$ cat src/rtl/core/adnp_pkg.sv
// ----------------------------------------------------------------------------
// adnp_pkg
// Shared types and constants of the ASCII decimal number parser.
// ----------------------------------------------------------------------------
package adnp_pkg;

    localparam logic [7:0] CHAR_ZERO  = 8'h30;
    localparam logic [7:0] CHAR_NINE  = 8'h39;
    localparam logic [7:0] CHAR_DOT   = 8'h2E;
    localparam logic [7:0] CHAR_MINUS = 8'h2D;
    localparam logic [7:0] CHAR_COMMA = 8'h2C;
    localparam logic [7:0] CHAR_SEMI  = 8'h3B;

    localparam logic [30:0] INT_MAX     = 31'h7FFF_FFFF;
    localparam logic [14:0] WHOLE_MAX   = 15'd32767;
    localparam logic [31:0] FIXED_MAX   = 32'h7FFF_FFFF;
    localparam logic [31:0] FRAC_MAX    = 32'hFFFF_FFFF;
    localparam logic [5:0]  LIMIT_RESET = 6'd20;

    // The place weight starts at one tenth in Q0.32 and is divided by ten,
    // rounded to nearest, after each fraction digit. It reaches zero at the
    // tenth fraction digit and stays there, so a saturating index suffices.
    localparam logic [3:0]  WT_LAST = 4'd9;

    typedef struct packed {
        logic [30:0] int_acc;
        logic [14:0] whole;
        logic [31:0] frac;
        logic [3:0]  wt_idx;
        logic        neg;
        logic        after_pt;
        logic [5:0]  chars;
    } t_parse_state;

    typedef struct packed {
        logic        fire;
        logic        timed_out;
        logic [30:0] int_value;
        logic [31:0] fixed_value;
    } t_result;

    localparam t_parse_state PARSE_CLEAR = '{default: '0};

    function automatic logic [31:0] place_weight(input logic [3:0] idx);
        logic [31:0] w;
        case (idx)
            4'd0:    w = 32'd429496730;
            4'd1:    w = 32'd42949673;
            4'd2:    w = 32'd4294967;
            4'd3:    w = 32'd429497;
            4'd4:    w = 32'd42950;
            4'd5:    w = 32'd4295;
            4'd6:    w = 32'd430;
            4'd7:    w = 32'd43;
            4'd8:    w = 32'd4;
            default: w = 32'd0;
        endcase
        return w;
    endfunction

endpackage

$ cat src/rtl/core/adnp_step.sv
// ----------------------------------------------------------------------------
// adnp_step
// Next-state and result logic for one character of the parser.
// ----------------------------------------------------------------------------
module adnp_step (
    input  adnp_pkg::t_parse_state i_state,
    input  logic [7:0]             i_char,
    input  logic [5:0]             i_limit,
    output adnp_pkg::t_parse_state o_state,
    output adnp_pkg::t_result      o_result
);

    logic [3:0]  digit;
    logic [34:0] int_next;
    logic [18:0] whole_next;
    logic [31:0] weight;
    logic [35:0] frac_term;
    logic [36:0] frac_next;
    logic [5:0]  chars_next;
    logic [5:0]  limit_eff;
    logic [32:0] frac_rnd;
    logic [32:0] mag;
    logic [31:0] fixed_val;
    logic        term;

    assign digit      = i_char[3:0];
    assign int_next   = ({4'b0, i_state.int_acc} << 3) + ({4'b0, i_state.int_acc} << 1)
                        + {31'b0, digit};
    assign whole_next = ({4'b0, i_state.whole} << 3) + ({4'b0, i_state.whole} << 1)
                        + {15'b0, digit};
    assign weight     = adnp_pkg::place_weight(i_state.wt_idx);
    assign frac_term  = {32'b0, digit} * {4'b0, weight};
    assign frac_next  = {5'b0, i_state.frac} + {1'b0, frac_term};
    assign chars_next = i_state.chars + 6'd1;
    assign limit_eff  = (i_limit == 6'd0) ? 6'd1 : i_limit;

    // Magnitude is whole * 2^16 plus the fraction rounded to 16 bits.
    assign frac_rnd = {1'b0, i_state.frac} + 33'd32768;
    assign mag      = {2'b0, i_state.whole, 16'b0} + {16'b0, frac_rnd[32:16]};

    always_comb begin
        if (i_state.neg) begin
            fixed_val = ~mag[31:0] + 32'd1;
        end else if (mag[32] || mag[31]) begin
            fixed_val = adnp_pkg::FIXED_MAX;
        end else begin
            fixed_val = mag[31:0];
        end
    end

    always_comb begin
        o_state       = i_state;
        o_state.chars = chars_next;
        term          = 1'b0;
        o_result      = '0;

        case (i_char) inside
            [adnp_pkg::CHAR_ZERO:adnp_pkg::CHAR_NINE]: begin
                o_state.int_acc = (int_next > {4'b0, adnp_pkg::INT_MAX}) ?
                                  adnp_pkg::INT_MAX : int_next[30:0];
                if (i_state.after_pt) begin
                    o_state.frac = (|frac_next[36:32]) ? adnp_pkg::FRAC_MAX
                                                       : frac_next[31:0];
                    if (i_state.wt_idx != adnp_pkg::WT_LAST) begin
                        o_state.wt_idx = i_state.wt_idx + 4'd1;
                    end
                end else begin
                    o_state.whole = (whole_next > {4'b0, adnp_pkg::WHOLE_MAX}) ?
                                    adnp_pkg::WHOLE_MAX : whole_next[14:0];
                end
            end
            adnp_pkg::CHAR_DOT: begin
                o_state.after_pt = 1'b1;
            end
            adnp_pkg::CHAR_MINUS: begin
                o_state.neg = 1'b1;
            end
            adnp_pkg::CHAR_COMMA, adnp_pkg::CHAR_SEMI: begin
                term = 1'b1;
            end
            default: begin
            end
        endcase

        if (term) begin
            o_result.fire        = 1'b1;
            o_result.int_value   = i_state.int_acc;
            o_result.fixed_value = fixed_val;
            o_state              = adnp_pkg::PARSE_CLEAR;
        end else if (chars_next >= limit_eff) begin
            o_result.fire      = 1'b1;
            o_result.timed_out = 1'b1;
            o_state            = adnp_pkg::PARSE_CLEAR;
        end
    end

endmodule

$ cat src/rtl/core/ascii_decimal_number_parser.sv
// ----------------------------------------------------------------------------
// ascii_decimal_number_parser
// Parses comma or semicolon terminated decimal numbers from a character
// stream into a saturating integer and a signed Q15.16 value.
// ----------------------------------------------------------------------------
//  channel   direction  word contents
//  s_axis    in         tdata[7:0] char_code
//  m_axis    out        tdata[30:0] int_value, [62:31] fixed_value; tuser timed_out
//  cfg       in         i_cfg_data[5:0] char_limit
//
// One character per cycle is sustained. A character is held in the input
// register and parsed from there into the result register, which then holds
// the result word of its terminating character until it is taken.
// The only loop is the parser state update. While a result waits
// in the output register the pipeline stalls and s_axis_tready drops once the
// input register is full. Reset is synchronous; char_limit resets to 20.
// ----------------------------------------------------------------------------
module ascii_decimal_number_parser (
    input  logic        i_clk,
    input  logic        i_rst_n,
    input  logic        s_axis_tvalid,
    output logic        s_axis_tready,
    input  logic [7:0]  s_axis_tdata,   // [7:0] char_code
    output logic        m_axis_tvalid,
    input  logic        m_axis_tready,
    output logic [63:0] m_axis_tdata,   // [30:0] int_value, [62:31] fixed_value, [63] zero
    output logic [0:0]  m_axis_tuser,   // [0] timed_out
    input  logic        i_cfg_valid,
    output logic        o_cfg_ready,
    input  logic [5:0]  i_cfg_data
);

    logic                   r_in_vld;
    logic [7:0]             r_in_char;
    logic                   r_out_vld;
    logic [30:0]            r_int_value;
    logic [31:0]            r_fixed_value;
    logic                   r_timed_out;
    logic [5:0]             r_limit;
    adnp_pkg::t_parse_state r_state;
    adnp_pkg::t_parse_state n_state;
    adnp_pkg::t_result      step_res;
    logic                   advance;
    logic                   step_en;

    adnp_step u_step (
        .i_state  (r_state),
        .i_char   (r_in_char),
        .i_limit  (r_limit),
        .o_state  (n_state),
        .o_result (step_res)
    );

    assign advance       = !r_out_vld || m_axis_tready;
    assign step_en       = r_in_vld && advance;
    assign s_axis_tready = !r_in_vld || advance;
    assign o_cfg_ready   = 1'b1;

    always_ff @(posedge i_clk) begin
        if (!i_rst_n) begin
            r_in_vld  <= 1'b0;
            r_out_vld <= 1'b0;
            r_state   <= adnp_pkg::PARSE_CLEAR;
            r_limit   <= adnp_pkg::LIMIT_RESET;
        end else begin
            if (s_axis_tready) begin
                r_in_vld <= s_axis_tvalid;
            end
            if (step_en) begin
                r_state <= n_state;
            end
            if (advance) begin
                r_out_vld <= step_en && step_res.fire;
            end
            if (i_cfg_valid) begin
                r_limit <= i_cfg_data;
            end
        end
    end

    always_ff @(posedge i_clk) begin
        if (s_axis_tready && s_axis_tvalid) begin
            r_in_char <= s_axis_tdata;
        end
        if (step_en && step_res.fire) begin
            r_int_value   <= step_res.int_value;
            r_fixed_value <= step_res.fixed_value;
            r_timed_out   <= step_res.timed_out;
        end
    end

    assign m_axis_tvalid = r_out_vld;
    assign m_axis_tdata  = {1'b0, r_fixed_value, r_int_value};
    assign m_axis_tuser  = r_timed_out;

endmodule

$ cat config.mk
export PLATFORM = sky130hd
export DESIGN_NAME = ascii_decimal_number_parser
export DESIGN_NICKNAME = d
export VERILOG_FILES = /design/src/rtl/core/adnp_pkg.sv /design/src/rtl/core/adnp_step.sv /design/src/rtl/core/ascii_decimal_number_parser.sv
export SDC_FILE = /design/constraint.sdc
export NUM_CORES = 1
export LEC_CHECK = 0
export ABC_CLOCK_PERIOD_IN_PS = 12900
export BUFFER_PORTS_ARGS = -buffer_cell sky130_fd_sc_hd__buf_2
export CELL_PAD_IN_SITES_DETAIL_PLACEMENT = 0
export CELL_PAD_IN_SITES_GLOBAL_PLACEMENT = 1
export CORE_ASPECT_RATIO = 2
export CORE_MARGIN = 1
export CORE_UTILIZATION = 40
export DETAILED_ROUTE_END_ITERATION = 8
export PLACE_DENSITY = 0.79
export SYNTH_ARGS = -nofsm -noshare
export SYNTH_HDL_FRONTEND = slang
export SYNTH_SLANG_ARGS = --single-unit
$ cat constraint.sdc
create_clock -name i_clk -period 12.9 [get_ports i_clk]
set_input_delay 2.58 -clock i_clk [delete_from_list [all_inputs] [get_ports i_clk]]
set_output_delay 2.58 -clock i_clk [all_outputs]
set_load 0.02 [all_outputs]
==> results.tsv, run 1 <==
metric	value	unit
status	complete, no violations	
max-cap violation count	0	
gr usage total	0.230	
skew final	10.1	ps
DR vias	13198	
Yosys warning count	0	
CP endpoint kind	flop	
CP Class	reg2reg	
worst vdd ir	0.000105	V
Post-CTS Hold Buffers	0	
Cells after Synth	1855	
Yosys top cell by area	dfxtp_1	
Post-DP HPWL	36.5	mm
H-tree Lvls	4	
DR iter-0 viols	649	
maximum operating frequency	0.161	GHz
top-area cell type share of the netlist area	0.148	
top cells by area, synth	dfxtp_1 15%, edfxtp_1 14%, ha_1 12%	
Sink Count	190	
Switching Fraction	0.313	
CTS tree	yes	
TritonRoute pass-1 iters	5	
sequential share of power	0.417	
die area	40900	um2
total global routing overflow	0	
share of cells above drive strength 1	0.0838	
Core Area	39400	um2
Distinct cells, synth	79	
Worst setup SP type	flop	
Internal	1040	uW
root buf cell	clkbuf_16	
Arr. time, crit path	6530	ps
setup TNS	0	ps
Avg WL per Cell	18.6	um
RSZ-0062 raised after global routing	no	
Max Buffers Root-to-Sink	2	
Synth Register Bits	190	
setup bufs post-CTS	0	
CP max FO	24	
syn nets	2113	
Final period util	0.481	
EDFF count, synth	72	
Post-layout nets	2154	
Netlist Area Pre-Place	16000	um2
sequential share of the synthesized area	0.283	
max-slew violation count	0	
fin crit period	6200	ps
Via density	5.42	
Async SR Flop Fraction	0	
largest net degree at the start of global routing	53	
Die Width	143	um
Cell Rows	103	
Power Dens Cells	86.2	nW/um2
worst path required time	13220	ps
Clock Power Share	0.372	
Leak Pwr	0.00801	uW
sum of routed wire length over all layers	45.4	mm
Final setup viols	0	
Worst-path clk slew	80	ps
Resize count post-CTS	0	
Setup WS post-layout	6700	ps
Placer Congestion	0.902	
first-pass GRT wire length	71.4	mm
Clock Latency Late Sink	470	ps
Initial Utilization	0.406	
actual slew at the worst max-slew pin	1100	ps
DRC violations left	0	
Slew headroom	0.262	
initial antenna violation count	1	
Main synth FF type	dfxtp_1	
Num CTS Buffers	17	
Combinational Power Share	0.211	
Worst Hold Class	reg2reg	
Syn Area/Cell	8.63	um2
vias in the first global route	13569	
net switching power	472	uW
number of antenna diodes	0	
Hold Fails Final Rpt	0	
io pins	87	
area delta synth->final	9.28	%
IO Port Bufs	84	
Final ANT Viol Nets	0	
pre-CTS setup slack	6670	ps
die height	285	um
through the flow:
step,utilization,total power [uW],area [um2],std cells,hold WS [ps]
floorplan,-,879,16000,1855,425
global placement,0.428,957,16900,2402,437
detailed placement,0.428,963,16900,2402,445
CTS,0.444,1520,17500,2434,461
global route,0.444,1580,17500,2434,487
finish,0.444,1510,17500,2434,456
layout by cell type, fill, tap and decap left out, types with 23 or more instances in the layout:
cell	count
inv_1	189
nand2_1	188
ha_1	159
nor2_1	136
o21ai_0	125
dfxtp_1	117
and2_1	110
a21oi_1	93
buf_2	84
fa_1	80
edfxtp_1	72
xnor2_1	70
xor2_1	58
nand3_1	45
nor3_1	27
a21o_1	25
a21boi_0	23
logic make-up (layout without fill, tap and decap cells):
kind of cell | count (synthesis) | in the layout | synth area share
compound gates | 408 | 408 | 0.163
buf+inv | 265 | 319 | 0.0650
mux | 7 | 7 | 0.00438
simple gates | 616 | 616 | 0.190
flops | 190 | 190 | 0.283
other cells | 2 | 2 | 0.000469
fa+ha+maj | 239 | 239 | 0.224
xor+xnor | 128 | 128 | 0.0700
final timing paths:
kind                start  depth (start not counted)           to  slack [ps]
max          r_in_char[3]                         14  r_state[78]        6700
min           r_state[25]                          2  r_state[25]         460
max reg2reg  r_in_char[3]                         14  r_state[78]        6700
min reg2reg   r_state[25]                          2  r_state[25]         460
cell type report:
type | count | area (um2)
Inverter | 189 | 709
Clock inverter | 11 | 108
Tap cell | 525 | 657
Fill cell | 3986 | 21900
Timing Repair Buffer | 98 | 526
Clock buffer | 21 | 503
Sequential cell | 190 | 4530
Multi-Input combinational cell | 1400 | 10500
per-layer routing:
layer | wire, um | global-route usage | share of wire | vias up
met5 | 0 | 0 | 0 | -
met2 | 26300 | 0.463 | 0.58 | 241
met1 | 15300 | 0.209 | 0.34 | 6435
li1 | - | - | - | 6411
met3 | 906 | 0.0215 | 0.020 | 111
met4 | 2830 | 0.152 | 0.062 | 0
power groups by stage:
stage	registers (uW)	logic [uW]	clock network, uW
5_1_grt	630	359	590
4_1_cts	629	321	569
3_5_place_dp	643	320	0
2_1_floorplan	640	238	0
3_3_place_gp	643	315	0
6_report	629	319	561
critical path, stage by stage (launching register included):
cell	delay, ps
edfxtp_1	820
inv_1	350
fa_1	590
fa_1	480
nor2b_1	180
o2111ai_1	220
a311oi_1	550
nor2_1	160
a2111oi_0	670
o211ai_1	180
o211ai_1	130
nand4_1	800
buf_4	520
nor4_1	300
o21ai_1	80
state kept, by name, indices dropped and copies added, names as in the netlist:
register,cells
r_in_vld,1
r_limit,6
r_fixed_value,32
m_axis_tuser,1
r_state,90
r_int_value,31
m_axis_tvalid,1
r_in_char,8
u_step.weight,20
synth_stat cells, types with 6 or more instances:
cell type,instances
xnor2_1,70
buf_4,7
nor4_1,9
edfxtp_1,72
a31oi_1,14
and2_1,110
dfxtp_1,118
o21a_1,17
o31ai_1,8
o211ai_1,13
clkbuf_1,57
o21ai_0,125
nand3_1,45
a21o_1,25
a21oi_1,93
inv_1,189
buf_2,9
fa_1,80
a21boi_0,23
and3_1,17
nor2_1,137
nand2b_1,11
o21ai_1,6
nor3_1,27
ha_1,159
a221oi_1,13
nor2b_1,24
a211oi_1,13
xor2_1,58
nand4_1,16
mux2i_1,7
nand2_1,188
Note: power is estimated with default switching activity, not from simulation.
==> inputs of run 2 (changes only) <==
- ABC_CLOCK_PERIOD_IN_PS: 12900 -> 5300
- PLACE_DENSITY: 0.79 -> 0.81
- clock period: 12.9 -> 5.3 ns (I/O delays scaled with it)
==> results.tsv, run 2 (same netlist as run 1, synthesis figures left out) <==
metric	value	unit	change
fill count	3907		-2.0%
Leak Pwr	0.00831	uW	+3.8%
Max Buffers Root-to-Sink	2		unchanged
fin crit period	5180	ps	-1030 ps
DR iter-0 viols	589		-9.2%
Setup WS post-layout	123	ps	-6570 ps
Post-CTS Hold Buffers	0		unchanged
sum of routed wire length over all layers	45.4	mm	about the same
Non-Filler Instances	2489		+2.3%
total global routing overflow	0		unchanged
DR vias	13377		+1.4%
Core Area	39400	um2	unchanged
Avg WL per Cell	18.2	um	-2.2%
Worst setup SP type	flop		
die area	40900	um2	unchanged
Sink Count	190		unchanged
max-cap violation count	0		unchanged
share of cells above drive strength 1	0.119		+0.0348
Post-DP HPWL	36.2	mm	-0.82%
Final Power	3770	uW	+150%
die height	285	um	unchanged
vias in the first global route	13903		+2.5%
biggest regs	r_state x90, r_fixed_value x32, r_int_value x31		
Via density	5.37		-0.88%
register-to-register setup slack	120	ps	-6570 ps
Final ANT Viol Nets	0		unchanged
number of antenna diodes	0		unchanged
Num CTS Buffers	17		unchanged
first-pass GRT wire length	72.1	mm	+1.1%
max reg flops	90		unchanged
worst vdd ir	0.000228	V	+120%
Worst Hold Class	reg2reg		
commonest non-fill, non-tap cell in the layout	inv_1		
area delta synth->final	13.0	%	
status	complete, no violations		
Arr. time, crit path	5550	ps	-980 ps
TritonRoute pass-1 iters	5		unchanged
pre-CTS setup slack	-166	ps	-6840 ps
Clock Latency Late Sink	470	ps	about the same
largest net degree at the start of global routing	50		-5.7%
CP endpoint kind	flop		
skew final	10.6	ps	+0.541 ps
IO Port Bufs	84		unchanged
maximum operating frequency	0.193	GHz	+20%
Placer Congestion	0.962		+6.7%
Final period util	0.977		+0.496
Hold Fails Final Rpt	0		unchanged
Die Width	143	um	unchanged
root buf cell	clkbuf_16		
dpl cells	2451		+2.0%
CTS tree	yes		
Reg with most FFs	r_state		
H-tree Lvls	4		unchanged
CP max FO	24		unchanged
max-slew violation count	0		unchanged
gr usage total	0.231		+0.000877
Cell Rows	103		unchanged
Initial Utilization	0.406		unchanged
Power Dens Cells	209	nW/um2	+140%
worst path required time	5670	ps	-7550 ps
DRC violations left	0		unchanged
Post-layout nets	2209		+2.6%
Slew headroom	0.168		-0.0942
actual slew at the worst max-slew pin	1240	ps	+139 ps
setup TNS	0	ps	unchanged
CP Class	reg2reg		
Final setup viols	0		unchanged
Worst-path clk slew	80	ps	about the same
initial antenna violation count	0		-1
io pins	87		unchanged
most frequent cells in the layout	189 x inv_1, 187 x nand2_1, 156 x ha_1		
fin util	0.459		+0.0149
## run 2: changes by cell type in the layout (fill, tap and decap cells not counted), sizes merged
cell	before	now
clkinv	2	6
inv	198	197
buf	98	153
clkbuf	21	18
## run 2: power by group
part	leakage, uW	switching [uW]	internal [uW]
clock	0.000298	684	663
sequential	0.00168	11.6	1520
combinational	0.00633	507	394
## run 2: worst max-delay path: stages (launching register included)
cell and delay, ps:
edfxtp_1 420, buf_12 180, and2_1 160, fa_1 510
fa_1 550, inv_1 50, fa_1 500, inv_1 40
ha_1 280, o211ai_1 100, o21ai_2 200, o211ai_1 120
buf_4 170, a21oi_2 180, o211ai_1 180, a311oi_2 270
buf_4 180, a311oi_4 110, o21ai_4 440, buf_4 230
nor2_1 40, o21ai_0 140
## run 2: per-stage QoR
step / hold slack, ps / instance area (um2)
global placement: 436 / 17300
global route: 485 / 18100
finish: 451 / 18100
detailed placement: 442 / 17300
floorplan: 425 / 16000
CTS: 460 / 17900
## run 2: repair_timing
action                     4_1_cts  5_1_grt
cloned                           0        1
setup endpoints to repair       32       32
buffers inserted                 2        3
pin swaps                        5       13
gates resized for setup         12       26
## run 2: routing by layer
metal / vias to the layer above / GRT usage / part of all wire
met5: - / 0 / 0
met4: 0 / 0.132 / 0.051
met3: 117 / 0.0309 / 0.029
met2: 253 / 0.467 / 0.59
met1: 6471 / 0.211 / 0.33
li1: 6536 / - / -
## run 2: final cells by class
type                    count  area (um2)  share of cell area
clock buffers              18         450              0.0249
well taps                 525         657              0.0363
multi-input cells        1400       10600               0.586
repair buffers            153         986              0.0545
clock inverters            14         160             0.00886
inverters                 189         709              0.0392
flip-flops and latches    190        4530               0.250
## run 2: path summary, 6_finish.rpt
kind / start / to / cells past startpoint
worst max-delay path: r_in_char[3] / r_state[25] / 21
worst min-delay path: r_state[26] / r_state[26] / 2
worst max register to register: r_in_char[3] / r_state[25] / 21
worst min register to register: r_state[26] / r_state[26] / 2
==> inputs of run 3 (changes only) <==
==> constraint.sdc (replaced) <==
create_clock -name i_clk -period 5.3 [get_ports i_clk]
set_input_delay 0.53 -clock i_clk [delete_from_list [all_inputs] [get_ports i_clk]]
set_output_delay 0.53 -clock i_clk [all_outputs]
set_load 0.02 [all_outputs]
==> results.tsv, run 3 (same netlist as run 1, synthesis figures left out) <==
metric	value	unit	change
depth of the most critical reg-to-reg path	21		unchanged
CP peak stage delay	550	ps	about the same
CP endpoint kind	flop		
status	complete, no violations		
actual slew at the worst max-slew pin	1290	ps	+42.8 ps
fin crit period	5290	ps	+108 ps
slowest CP cell	fa_1		
max-cap violation count	0		unchanged
Reg with most FFs	r_state		
root buf cell	clkbuf_16		
H-tree Lvls	4		unchanged
RSZ-0062 raised after global routing	yes		
DR vias	13616		+1.8%
Arr. time, crit path	5650	ps	+100 ps
Min Hold Slack	219	ps	-233 ps
number of antenna diodes	0		unchanged
Die Width	143	um	unchanged
CTS tree	yes		
DR iter-0 viols	618		+4.9%
max-slew violation count	0		unchanged
die height	285	um	unchanged
Post-DP HPWL	36.4	mm	+0.41%
CP cell instances	clkbuf_16, buf_4, and2_1, fa_2, fa_1, inv_1, fa_1, inv_1, ha_1, a211oi_2, o21ai_1, a21oi_1, o211ai_1, o211ai_1, a311oi_2, buf_4, a311oi_4, o21ai_4, buf_6, o21ai_0, a21boi_1		
Max Buffers Root-to-Sink	2		unchanged
worst vdd ir	0.000252	V	+11%
skew final	18.3	ps	+7.67 ps
DRC violations left	0		unchanged
Clock Latency Late Sink	480	ps	about the same
Via density	5.45		+1.3%
commonest non-fill, non-tap cell in the layout	inv_1		
Final period util	0.997		+0.0203
biggest regs	r_state x90, r_fixed_value x32, r_int_value x31		
Critical Path Source	r_in_char[1]		
Avg WL per Cell	18.5	um	+1.7%
Slew headroom	0.139		-0.0286
Core Area	39400	um2	unchanged
area delta synth->final	14.9	%	
Worst Hold Class	in2reg		
CP Class	reg2reg		
Worst setup SP type	flop		
die area	40900	um2	unchanged
max reg flops	90		unchanged
gr usage total	0.232		+0.000621
worst path required time	5660	ps	about the same
largest net degree at the start of global routing	50		unchanged
crit path to	r_state[31]		
share of cells above drive strength 1	0.138		+0.0191
most frequent cells in the layout	187 x inv_1, 184 x nand2_1, 144 x ha_1		
maximum operating frequency	0.189	GHz	-2.0%
Cell Rows	103		unchanged
Power Dens Cells	211	nW/um2	+1.2%
register-to-register setup slack	10	ps	-110 ps
Placer Congestion	0.960		-0.17%
first-pass GRT wire length	72.0	mm	-0.16%
IO Port Bufs	84		unchanged
worst r2r src	r_in_char[1]		
Num CTS Buffers	17		unchanged
Final ANT Viol Nets	0		unchanged
Initial Utilization	0.406		unchanged
Post-layout nets	2220		+0.50%
TritonRoute pass-1 iters	5		unchanged
Final setup viols	0		unchanged
Hold Fails Final Rpt	0		unchanged
Worst R2R End	r_state[31]		
vias in the first global route	13870		-0.24%
io pins	87		unchanged
sum of routed wire length over all layers	46.4	mm	+2.2%
initial antenna violation count	1		+1
Leak Pwr	0.00837	uW	+0.69%
total global routing overflow	0		unchanged
Worst-path clk slew	90	ps	about the same
Final Power	3890	uW	+3.0%
Sink Count	190		unchanged
CP max FO	7		-71%
-- run 3: cell count changes in the layout (fill, tap and decap cells not counted), moves of 4 or more --
cell	previous run	this run
buf_4	61	69
ha_1	156	144
o21ai_1	9	23
ha_2	0	4
fa_1	79	75
ha_4	3	11
fa_2	1	5
inv_6	5	0
a21oi_1	90	86
o21ai_0	119	105
-- run 3: layer usage --
layer  vias up  track usage  part of all wire
met5         -            0                 0
met4         0        0.143             0.061
met3       155       0.0294             0.031
met2       304        0.460              0.57
met1      6587        0.215              0.33
li1       6570            -                 -
-- run 3: worst min path at each step --
stage,startpoint,end,slack [ps],cells past startpoint
final,s_axis_tdata[6],r_in_char[6],220,1
after detailed placement,r_state[20],r_state[20],440,2
after global placement,r_state[22],r_state[22],440,2
after global routing,s_axis_tdata[7],r_in_char[7],210,1
after CTS,s_axis_tdata[6],r_in_char[6],200,1
after floorplan,r_state[14],r_state[14],430,2
-- run 3: cell type report --
class | instances | area [um2]
clock buffer | 17 | 425
clock inverter | 15 | 196
fill | 3879 | 21000
inverter | 189 | 709
multi-input combinational | 1400 | 10800
sequential | 190 | 4530
tap | 525 | 657
timing repair buffer | 164 | 1110
-- run 3: metrics by stage --
stage	TNS, ps	std cells	utilization	setup slack [ps]	area, um2
6_report	0	2500	0.467	14.8	18400
5_1_grt	-2920	2500	0.467	-112	18400
4_1_cts	0	2485	0.455	31.4	18000
3_5_place_dp	-5060	2450	0.438	-225	17300
3_3_place_gp	-3070	2450	0.438	-138	17300
2_1_floorplan	0	1855	-	165	16000
-- run 3: what timing repair did --
action	4_1_cts	5_1_grt
resized for setup	12	78
hold endpoints to repair	0	0
setup buffers	3	12
endpoints found under the setup margin	32	32
hold buffers	0	0
pin swaps	4	40
gates cloned	0	3
-- run 3: report_power, final --
| group | internal (uW) | switching (uW) | total (uW) |
|---|---|---|---|
| logic | 437 | 542 | 980 |
| registers | 1520 | 11.9 | 1530 |
| clock network | 654 | 726 | 1380 |
| total | 2610 | 1280 | 3890 |
-- run 3: worst max-delay path, delay by kind of cell (launching register included) --
family,cells,cell delay [ps]
simple gates,1,150
compound gates,10,1950
flops,1,510
fa+ha+maj,4,1720
buf+inv,6,840
